<file path="config.mk">
export PLATFORM = sky130hd
export DESIGN_NAME = midi_running_status_parser_unit
export DESIGN_NICKNAME = d
export VERILOG_FILES = /design/src/sv/midirs_pkg.sv /design/src/sv/midi_running_status_parser_unit.sv /design/src/sv/midirs_input_stage.sv /design/src/sv/midirs_core.sv /design/src/sv/midirs_output_stage.sv
export SDC_FILE = /design/constraint.sdc
export NUM_CORES = 1
export LEC_CHECK = 0
export BUFFER_PORTS_ARGS = -buffer_cell sky130_fd_sc_hd__buf_2
export CAP_MARGIN = 5
export CORE_MARGIN = 5
export CORE_UTILIZATION = 35
export CTS_CLUSTER_DIAMETER = 30
export DETAILED_ROUTE_END_ITERATION = 10
export PLACE_DENSITY = 0.54
export SLEW_MARGIN = 20
export SYNTH_ARGS = -nofsm -noshare
export SYNTH_HDL_FRONTEND = slang
export SYNTH_SLANG_ARGS = --single-unit
</file>
<file path="constraint.sdc">
create_clock -name i_clk -period 8.6 [get_ports i_clk]
set_input_delay 0.43 -clock i_clk [delete_from_list [all_inputs] [get_ports i_clk]]
set_output_delay 0.43 -clock i_clk [all_outputs]
set_load 0.01 [all_outputs]
</file>
<file path="src/sv/midirs_pkg.sv">
// Types, constants and a helper function shared by the MIDI running status parser.
package midirs_pkg;

    localparam logic       K_FEED         = 1'b0;
    localparam logic       K_CLEAR        = 1'b1;

    localparam logic [7:0] C_REALTIME_MIN = 8'hF8;
    localparam logic [7:0] C_SYSEX_START  = 8'hF0;
    localparam logic [7:0] C_SYSEX_END    = 8'hF7;
    localparam logic [7:0] C_SYSTEM_MIN   = 8'hF0;
    localparam logic [7:0] C_STATUS_MIN   = 8'h80;
    localparam logic [3:0] C_PROG_CHANGE  = 4'hC;
    localparam logic [3:0] C_CHAN_PRESS   = 4'hD;
    localparam logic [7:0] C_TIME_CODE    = 8'hF1;
    localparam logic [7:0] C_SONG_POS     = 8'hF2;
    localparam logic [7:0] C_SONG_SEL     = 8'hF3;

    typedef struct packed {
        logic        kind;
        logic [7:0]  midi_byte;
        logic [63:0] time_stamp;
    } t_in_item;

    typedef struct packed {
        logic [63:0] msg_time;
        logic [7:0]  msg_status;
        logic [6:0]  first_data;
        logic [6:0]  second_data;
    } t_out_item;

    typedef struct packed {
        logic [7:0] running_status;
        logic [7:0] current_status;
        logic [1:0] bytes_expected;
        logic [1:0] bytes_received;
        logic [6:0] data_hold0;
        logic [6:0] data_hold1;
        logic       sysex_active;
    } t_parse_state;

    function automatic logic [1:0] length_of(input logic [7:0] st);
        logic [1:0] len;
        len = 2'd0;
        if (st < C_STATUS_MIN) begin
            len = 2'd0;
        end else if (st < C_SYSTEM_MIN) begin
            len = (st[7:4] == C_PROG_CHANGE || st[7:4] == C_CHAN_PRESS) ? 2'd1 : 2'd2;
        end else if (st == C_TIME_CODE || st == C_SONG_SEL) begin
            len = 2'd1;
        end else if (st == C_SONG_POS) begin
            len = 2'd2;
        end
        return len;
    endfunction

endpackage

</file>
<file path="src/sv/midi_running_status_parser_unit.sv">
// Top level of the MIDI byte stream parser with running status.
//
// Input channel: i_in_valid / o_in_stall carry one request: a MIDI byte with its
// 64-bit timestamp, or a clear of the parser state. Output channel: o_out_valid /
// i_out_stall carry completed messages (status, up to two data bytes, timestamp
// of the completing byte). A request is taken when valid is high and stall low.
// The result register loads as the completing request leaves the input register,
// which can hold it while a stalled result still occupies the result register.
// Throughput: one request per cycle unless a result waits in a stalled result register,
// set by the single decode step between the input register and the result register.
// Requests that complete no message (real-time bytes, system exclusive, partial
// messages, clears) produce no output and do not wait for the output register.
// When i_out_stall holds a result, the input register still takes one request;
// o_in_stall rises only when that request would produce a result and the result
// register is still occupied.
// Synchronous active-low reset empties both registers and clears running
// status, the message in progress and the system exclusive flag.
module midi_running_status_parser_unit
    import midirs_pkg::*;
(
    input  logic      i_clk,
    input  logic      i_rst_n,
    input  logic      i_in_valid,
    output logic      o_in_stall,
    input  t_in_item  i_in_item,
    output logic      o_out_valid,
    input  logic      i_out_stall,
    output t_out_item o_out_item
);

    logic      w_in_valid;
    t_in_item  w_in_item;
    logic      w_res_valid;
    t_out_item w_res;
    logic      w_out_free;
    logic      w_adv;

    assign w_adv = w_in_valid & (~w_res_valid | w_out_free);

    midirs_input_stage u_input_stage (
        .i_clk   (i_clk),
        .i_rst_n (i_rst_n),
        .i_valid (i_in_valid),
        .o_stall (o_in_stall),
        .i_item  (i_in_item),
        .i_adv   (w_adv),
        .o_valid (w_in_valid),
        .o_item  (w_in_item)
    );

    midirs_core u_core (
        .i_clk       (i_clk),
        .i_rst_n     (i_rst_n),
        .i_item      (w_in_item),
        .i_commit    (w_adv),
        .o_res_valid (w_res_valid),
        .o_res       (w_res)
    );

    midirs_output_stage u_output_stage (
        .i_clk   (i_clk),
        .i_rst_n (i_rst_n),
        .i_load  (w_adv & w_res_valid),
        .i_res   (w_res),
        .o_free  (w_out_free),
        .o_valid (o_out_valid),
        .i_stall (i_out_stall),
        .o_item  (o_out_item)
    );

endmodule

</file>
<file path="src/sv/midirs_input_stage.sv">
// Input register for byte requests.
module midirs_input_stage
    import midirs_pkg::*;
(
    input  logic     i_clk,
    input  logic     i_rst_n,
    input  logic     i_valid,
    output logic     o_stall,
    input  t_in_item i_item,
    input  logic     i_adv,
    output logic     o_valid,
    output t_in_item o_item
);

    logic     r_valid;
    logic     n_valid;
    t_in_item r_item;
    logic     w_take;

    assign o_stall = r_valid & ~i_adv;
    assign w_take  = i_valid & ~o_stall;

    always_comb begin
        n_valid = r_valid;
        if (i_adv) begin
            n_valid = 1'b0;
        end
        if (w_take) begin
            n_valid = 1'b1;
        end
    end

    always_ff @(posedge i_clk) begin
        if (!i_rst_n) begin
            r_valid <= 1'b0;
        end else begin
            r_valid <= n_valid;
        end
    end

    always_ff @(posedge i_clk) begin
        if (w_take) begin
            r_item <= i_item;
        end
    end

    assign o_valid = r_valid;
    assign o_item  = r_item;

endmodule

</file>
<file path="src/sv/midirs_core.sv">
// Parser state registers and the per-byte decode logic.
module midirs_core
    import midirs_pkg::*;
(
    input  logic      i_clk,
    input  logic      i_rst_n,
    input  t_in_item  i_item,
    input  logic      i_commit,
    output logic      o_res_valid,
    output t_out_item o_res
);

    t_parse_state r_state;
    t_parse_state n_state;
    logic [7:0]   w_byte;
    logic [7:0]   w_cur;
    logic [1:0]   w_exp;
    logic [1:0]   w_rec;
    logic [1:0]   w_rec_inc;
    logic [6:0]   w_d0;
    logic [6:0]   w_d1;
    logic         w_go;

    assign w_byte = i_item.midi_byte;

    always_comb begin
        n_state              = r_state;
        o_res_valid          = 1'b0;
        o_res                = '0;
        o_res.msg_time       = i_item.time_stamp;
        w_cur                = r_state.current_status;
        w_exp                = r_state.bytes_expected;
        w_rec                = r_state.bytes_received;
        w_go                 = 1'b1;
        w_d0                 = r_state.data_hold0;
        w_d1                 = r_state.data_hold1;
        w_rec_inc            = 2'd0;
        if (i_item.kind == K_CLEAR) begin
            n_state = '0;
        end else if (w_byte >= C_REALTIME_MIN) begin
            n_state = r_state;
        end else if (r_state.sysex_active) begin
            if (w_byte == C_SYSEX_END) begin
                n_state.sysex_active = 1'b0;
            end
        end else if (w_byte[7]) begin
            if (w_byte == C_SYSEX_START) begin
                n_state.sysex_active   = 1'b1;
                n_state.running_status = '0;
                n_state.current_status = '0;
                n_state.bytes_expected = '0;
                n_state.bytes_received = '0;
            end else if (w_byte != C_SYSEX_END) begin
                n_state.current_status = w_byte;
                n_state.bytes_expected = length_of(w_byte);
                n_state.bytes_received = '0;
                n_state.running_status = (w_byte < C_SYSTEM_MIN) ? w_byte : 8'd0;
                if (length_of(w_byte) == 2'd0) begin
                    o_res_valid      = 1'b1;
                    o_res.msg_status = w_byte;
                end
            end
        end else begin
            if (w_exp == 2'd0) begin
                if (r_state.running_status == 8'd0) begin
                    w_go = 1'b0;
                end else begin
                    w_cur = r_state.running_status;
                    w_exp = length_of(r_state.running_status);
                    w_rec = 2'd0;
                end
            end
            if (w_go) begin
                if (w_rec == 2'd0) begin
                    w_d0 = w_byte[6:0];
                end else if (w_rec == 2'd1) begin
                    w_d1 = w_byte[6:0];
                end
                w_rec_inc              = w_rec + 2'd1;
                n_state.current_status = w_cur;
                n_state.bytes_expected = w_exp;
                n_state.data_hold0     = w_d0;
                n_state.data_hold1     = w_d1;
                if (w_rec_inc < w_exp) begin
                    n_state.bytes_received = w_rec_inc;
                end else begin
                    o_res_valid            = 1'b1;
                    o_res.msg_status       = w_cur;
                    o_res.first_data       = w_d0;
                    o_res.second_data      = (w_exp > 2'd1) ? w_d1 : 7'd0;
                    n_state.bytes_received = 2'd0;
                    if (w_cur >= C_SYSTEM_MIN) begin
                        n_state.bytes_expected = 2'd0;
                        n_state.current_status = 8'd0;
                    end
                end
            end
        end
    end

    always_ff @(posedge i_clk) begin
        if (!i_rst_n) begin
            r_state <= '0;
        end else if (i_commit) begin
            r_state <= n_state;
        end
    end

endmodule

</file>
<file path="src/sv/midirs_output_stage.sv">
// Result register for completed messages.
module midirs_output_stage
    import midirs_pkg::*;
(
    input  logic      i_clk,
    input  logic      i_rst_n,
    input  logic      i_load,
    input  t_out_item i_res,
    output logic      o_free,
    output logic      o_valid,
    input  logic      i_stall,
    output t_out_item o_item
);

    logic      r_valid;
    logic      n_valid;
    t_out_item r_item;

    assign o_free = ~r_valid | ~i_stall;

    always_comb begin
        n_valid = r_valid & i_stall;
        if (i_load) begin
            n_valid = 1'b1;
        end
    end

    always_ff @(posedge i_clk) begin
        if (!i_rst_n) begin
            r_valid <= 1'b0;
        end else begin
            r_valid <= n_valid;
        end
    end

    always_ff @(posedge i_clk) begin
        if (i_load) begin
            r_item <= i_res;
        end
    end

    assign o_valid = r_valid;
    assign o_item  = r_item;

endmodule

</file>
==> results of run 1 <==
-- logic make-up after synthesis --
| logic type | count (synthesis) | share of synthesized area |
|---|---|---|
| adder cells (fa/ha/maj) | 3 | 0.00530 |
| buffers and inverters | 30 | 0.0184 |
| AND/OR/NAND/NOR | 109 | 0.0843 |
| multiplexers | 10 | 0.0141 |
| flip-flops | 196 | 0.779 |
| AO/OA/AOI/OAI | 91 | 0.0993 |
-- critical path, delay by kind of cell (launching register included) --
family / cells / cell delay (ns)
fa+ha+maj: 2 / 0.62
buf+inv: 1 / 0.67
simple gates: 6 / 1.72
compound gates: 3 / 0.76
flops: 1 / 0.35
-- layer usage --
layer | track usage | share of wire | vias to the layer above
met5 | 0 | 0 | -
met1 | 0.178 | 0.45 | 2132
met3 | 0.0432 | 0.076 | 18
met4 | 0.0381 | 0.011 | 0
li1 | - | - | 2025
met2 | 0.202 | 0.46 | 185
-- state kept, by name (all words and copies together) (netlist names) --
register,flops
u_output_stage.o_item,86
u_input_stage.o_item,73
u_core.r_state,35
u_input_stage.o_valid,1
u_output_stage.o_valid,1
-- layout by cell type, fill, tap and decap left out, drive strengths merged, types with 2 or more instances in the layout --
cell type	Yosys	routed
nor4b	2	2
nand2b	4	4
a2bb2oi	4	4
and3	2	2
nand2	37	37
o21a	3	3
dfxtp	37	37
o211ai	4	4
clkinv	0	5
nor3	9	9
o22ai	3	3
a32o	13	13
o21ai	13	13
clkbuf	16	18
o211a	3	3
mux2i	10	10
nor2b	12	12
or2	4	4
inv	9	16
nor4bb	2	2
a21boi	5	5
nor2	20	20
a21o	2	2
or4	3	3
buf	5	167
ha	3	3
edfxtp	159	159
a41o	2	2
o32a	2	2
nand3	6	6
a22oi	9	9
o2bb2ai	2	2
a21oi	20	20
nand4	2	2
nor4	2	2
-- cell type report --
cell class / instances / share of cell area
Multi-Input combinational cell: 213 / 0.166
Clock buffer: 18 / 0.0488
Timing Repair Buffer: 167 / 0.0981
Clock inverter: 14 / 0.0186
Tap cell: 270 / 0.0384
Inverter: 9 / 0.00384
Sequential cell: 196 / 0.627
-- worst max path at each step --
stage	end	slack (ns)	cells after the start
detailed placement	u_input_stage.o_item[31]$_DFFE_PP_	3.93	12
global route	u_input_stage.o_item[50]$_DFFE_PP_	3.68	12
finish	u_input_stage.o_item[48]$_DFFE_PP_	3.97	12
floorplan	u_output_stage.o_item[0]$_SDFFCE_PP0P_	1.28	11
CTS	u_input_stage.o_item[50]$_DFFE_PP_	3.92	12
global placement	u_input_stage.o_item[15]$_DFFE_PP_	4.11	12
-- where the power goes --
group,switching (mW),internal (mW)
logic,0.0602,0.0394
registers,0.0202,1.06
clock network,0.367,0.416
==> out/results.txt, run 1 <==
status - finished clean
Synth Cell Area - 7080 sq um
Pwr Density - 223 nW/um^2
die area - 23200 sq um
area grow syn2layout - 24.2%
Final Hold Viols - 0
crit-path max FO - 64
ys flop type - edfxtp_1
Iteration-0 DRC Markers - 321
Yosys cell types - 59
H-Tree Depth - 4
max cap viols - 0
Finished Layout Cells - 887
routed len/inst - 17.3 microns
clk_lat worst skew - 0.42 ns
Finished Core Util - 0.438
Yosys top cell area share - 0.674
worst clock skew - 0.00868 ns
Slew Viols, Final - 0
startpoint of the worst register-to-register path - u_core.r_state[28]$_SDFFE_PN0P_
Die Wd - 152 microns
sequential-to-total area share from yosys stat - 0.779
fmax - 216 MHz
syn_area_per_cell - 16.1 sq um
Min-Delay Startpoint - i_in_item[58]
most frequent cells after synthesis - edfxtp_1, dfxtp_1, nand2_1
# rows - 52
Tot GR Track Use - 0.131
unrepaired setup endpoints after global routing - false
initial antenna violation count - 0
TritonCTS clock tree - done
ratio of cells with drive above 1 in the final layout - 0.357
total number of vias - 4360
CTS resizes - 0
global route total overflow - 0
number of port buffers - 164
cts bufs inserted - 17
Multi-input gate area - 1460 sq um
area leader, netlist - edfxtp_1
DP Cell Count - 854
startpoint types - register
hold buffer count at cts - 0
placed cell area - 8180 sq um
top cells by area, synth - edfxtp_1, dfxtp_1, nand2_1
vias in the first global route - 4400
Post-synth EDFFs - 159
nets - 684
hold path depth - 1
IO Count - 165
flop and latch count out of synthesis - 196
RR Endpoint - u_input_stage.o_item[48]$_DFFE_PP_
ant diodes - 0
largest net degree at the start of global routing - 87
Worst R2R Setup Slack - 3.97 ns
maximum vdd drop - 134 uV
cells after synthesis - 439
DRT antenna net count - 0
Via density - 4.92
Hold Crit Class - in -> reg
Crit. End Element - register
CTS sink cnt - 196
LEAKAGE - 3.30 nW
most common cell in the netlist - edfxtp_1
Post-Place Setup Slack - 3.93 ns
Die Height - 152 microns
Clock transition at path regs - 0.07 ns
worst setup margin - 3.97 ns
min cycle time layout - 4.63 ns
Final Wtd Congestion - 0.891
final wirelength - 15.4 mm
CP peak stage delay - 0.67 ns
Worst Path Arrival - 4.67 ns
first-pass GRT wire length - 24.0 mm
Register Area - 5520 sq um
CP Class - reg -> reg
DP Wirelength - 10.6 mm
asr flop ratio synth - 0
TritonRoute pass-1 iters - 4
Fillers - 1818
WHS - 0.175 ns
worst path required time - 8.65 ns
Crit-path slowest cell - or4_1
CTS Root Cell - clkbuf_16
crit-path cells - or4_1 > o21ai_4 > nand2_1 > ha_1 > ha_1 > or2_2 > o41a_1 > nand2_4 > a21bo_2 > nor2_1 > nor2b_4 > buf_4
Hold EP - u_input_stage.o_item[58]$_DFFE_PP_
DRC viols - 0
Slew @ Worst Pin - 0.908 ns
Max-slew headroom - 0.390
CTS max path bufs - 2
final instance area - 8800 sq um
total core area - 20100 sq um
Final setup violation count - 0
starting density of the core - 0.352
Pwr Total - 1.97 mW
Fin Setup TNS - 0 ns
Worst path most repeated cell - ha_1
postcts setup bufs - 0
yosys synthesis warning count - 0
crit path from - u_core.r_state[28]$_SDFFE_PN0P_
Tcrit/Tclk final - 0.538
worst reg2reg path depth - 12
syn_nets - 519
(Power assumes the default switching activity.)
==> run 2, diff against run 1 <==
Clock period 8.6 ns to 4.6 ns, I/O delays scaled along.
==> out/results.txt, run 2 (synthesis results as in run 1) <==
total number of vias - 4572 (was 4360)
Crit. End Element - output port (was register)
Post-Place Setup Slack - 0.615 ns (was 3.93 ns)
startpoint of the worst register-to-register path - u_core.r_state[28]$_SDFFE_PN0P_ (unchanged)
Worst Path Arrival - 3.86 ns (was 4.67 ns)
initial antenna violation count - 0 (unchanged)
Hold Crit Class - in -> reg (unchanged)
DP Wirelength - 10.9 mm (was 10.6 mm)
Final Wtd Congestion - 0.853 (was 0.891)
Clock transition at path regs - 0.07 ns (about the same)
Fin Setup TNS - 0 ns (unchanged)
CTS resizes - 0 (unchanged)
starting density of the core - 0.352 (unchanged)
Final setup violation count - 0 (unchanged)
total core area - 20100 sq um (unchanged)
Die Height - 152 microns (unchanged)
max cap viols - 0 (unchanged)
CTS sink cnt - 196 (unchanged)
hold buffer count at cts - 72 (was 0)
area grow syn2layout - 35.4% (was 24.2%)
routed len/inst - 16.8 microns (was 17.3 microns)
IO Count - 165 (unchanged)
Pwr Total - 3.82 mW (was 1.97 mW)
ratio of cells with drive above 1 in the final layout - 0.320 (was 0.357)
min cycle time layout - 4.09 ns
Finished Core Util - 0.477 (was 0.438)
Max-slew headroom - 0.377 (was 0.390)
Iteration-0 DRC Markers - 357 (was 321)
die area - 23200 sq um (unchanged)
Via density - 4.76 (was 4.92)
hold path depth - 2 (was 1)
commonest non-fill, non-tap cell in the layout - buf_2 (unchanged)
status - finished clean (unchanged)
CP Class - reg -> out (was reg -> reg)
worst clock skew - 0.00381 ns (was 0.00868 ns)
TritonCTS clock tree - done (unchanged)
Hold EP - u_input_stage.o_valid$_SDFFE_PN0P_ (was u_input_stage.o_item[58]$_DFFE_PP_)
postcts setup bufs - 0 (unchanged)
final wirelength - 16.1 mm (was 15.4 mm)
LEAKAGE - 3.63 nW (was 3.30 nW)
fmax - 244 MHz
Slew @ Worst Pin - 0.927 ns (was 0.908 ns)
largest net degree at the start of global routing - 56 (was 87)
Min-Delay Startpoint - i_in_valid (was i_in_item[58])
number of port buffers - 164 (unchanged)
CTS max path bufs - 2 (unchanged)
TritonRoute pass-1 iters - 5 (was 4)
H-Tree Depth - 4 (unchanged)
worst path required time - 4.37 ns (was 8.65 ns)
Die Wd - 152 microns (unchanged)
CTS Root Cell - clkbuf_16 (unchanged)
Slew Viols, Final - 0 (unchanged)
DRC viols - 0 (unchanged)
Fillers - 1722 (was 1818)
Pwr Density - 398 nW/um^2 (was 223 nW/um^2)
nets - 758 (was 684)
startpoint types - register (unchanged)
DRT antenna net count - 0 (unchanged)
cts bufs inserted - 17 (unchanged)
Final Hold Viols - 0 (unchanged)
WHS - 0.0468 ns (was 0.175 ns)
worst setup margin - 0.506 ns (was 3.97 ns)
Tot GR Track Use - 0.140 (was 0.131)
# rows - 52 (unchanged)
clk_lat worst skew - 0.42 ns (about the same)
global route total overflow - 0 (unchanged)
Worst R2R Setup Slack - 0.59 ns (was 3.97 ns)
max FFs per register - 86 (unchanged)
ant diodes - 0 (unchanged)
vias in the first global route - 4665 (was 4400)
Tcrit/Tclk final - 0.890
first-pass GRT wire length - 25.6 mm (was 24.0 mm)
worst reg2reg path depth - 11 (was 12)
unrepaired setup endpoints after global routing - false (unchanged)
RR Endpoint - u_output_stage.o_item[35]$_DFFE_PP_ (was u_input_stage.o_item[48]$_DFFE_PP_)
maximum vdd drop - 210 uV (was 134 uV)
crit-path max FO - 19 (was 64)
most frequent cells in the layout - buf_2, edfxtp_1, dlygate4sd3_1 (was buf_2, edfxtp_1, dfxtp_1)
[run 2: cell count changes in the layout (fill, tap and decap cells not counted), sizes merged]
cell | before | now
bufinv | 1 | 3
clkinv | 5 | 4
dlygate4sd3 | 0 | 73
buf | 167 | 168
inv | 16 | 15
[run 2: cell type report]
class	count	area (sq um)	area share
Inverter	9	33.8	0.00352
Clock inverter	14	210	0.0219
Sequential cell	196	5520	0.575
Multi-Input combinational cell	213	1460	0.152
Tap cell	270	338	0.0352
Clock buffer	18	429	0.0448
Timing Repair Buffer	241	1610	0.168
[run 2: through the flow]
step | cell area, sq um | cells
5_1_grt | 9590 | 961
3_3_place_gp | 8220 | 856
3_5_place_dp | 8220 | 856
4_1_cts | 9580 | 960
6_report | 9590 | 961
2_1_floorplan | 7100 | 439
[run 2: worst max-delay path by stage]
| stage | to | startpoint |
|---|---|---|
| 6_report | o_in_stall | u_core.r_state[28]$_SDFFE_PN0P_ |
| 5_1_grt | o_in_stall | u_core.r_state[28]$_SDFFE_PN0P_ |
| 4_1_cts | o_in_stall | u_core.r_state[28]$_SDFFE_PN0P_ |
| 3_5_place_dp | u_output_stage.o_item[40]$_DFFE_PP_ | u_core.r_state[28]$_SDFFE_PN0P_ |
| 3_3_place_gp | u_output_stage.o_item[63]$_DFFE_PP_ | u_core.r_state[29]$_SDFFE_PN0P_ |
| 2_1_floorplan | u_output_stage.o_item[0]$_SDFFCE_PP0P_ | u_core.r_state[28]$_SDFFE_PN0P_ |
[run 2: power breakdown]
| part | total (mW) | internal (mW) | switching, mW |
|---|---|---|---|
| Sequential | 2.03 | 1.99 | 0.0383 |
| Clock | 1.56 | 0.885 | 0.671 |
| Combinational | 0.238 | 0.115 | 0.123 |
| Total | 3.82 | 2.99 | 0.832 |
[run 2: per-layer routing]
metal,vias to the layer above,track usage,routed length [microns]
met5,-,0,0
met4,0,0.0445,200
met3,16,0.0423,1140
met2,191,0.211,7330
met1,2200,0.195,7440
li1,2165,-,-
[run 2: critical path, stage by stage, from the launching register on]
cell and delay (ns):
dfxtp_1 0.34, or4_1 0.66, o21ai_4 0.36, nand2_1 0.16, ha_1 0.33, ha_1 0.27, or2_2 0.11, o41a_1 0.24
nand2_4 0.19, a21bo_2 0.31, nor2_1 0.27, buf_2 0.20
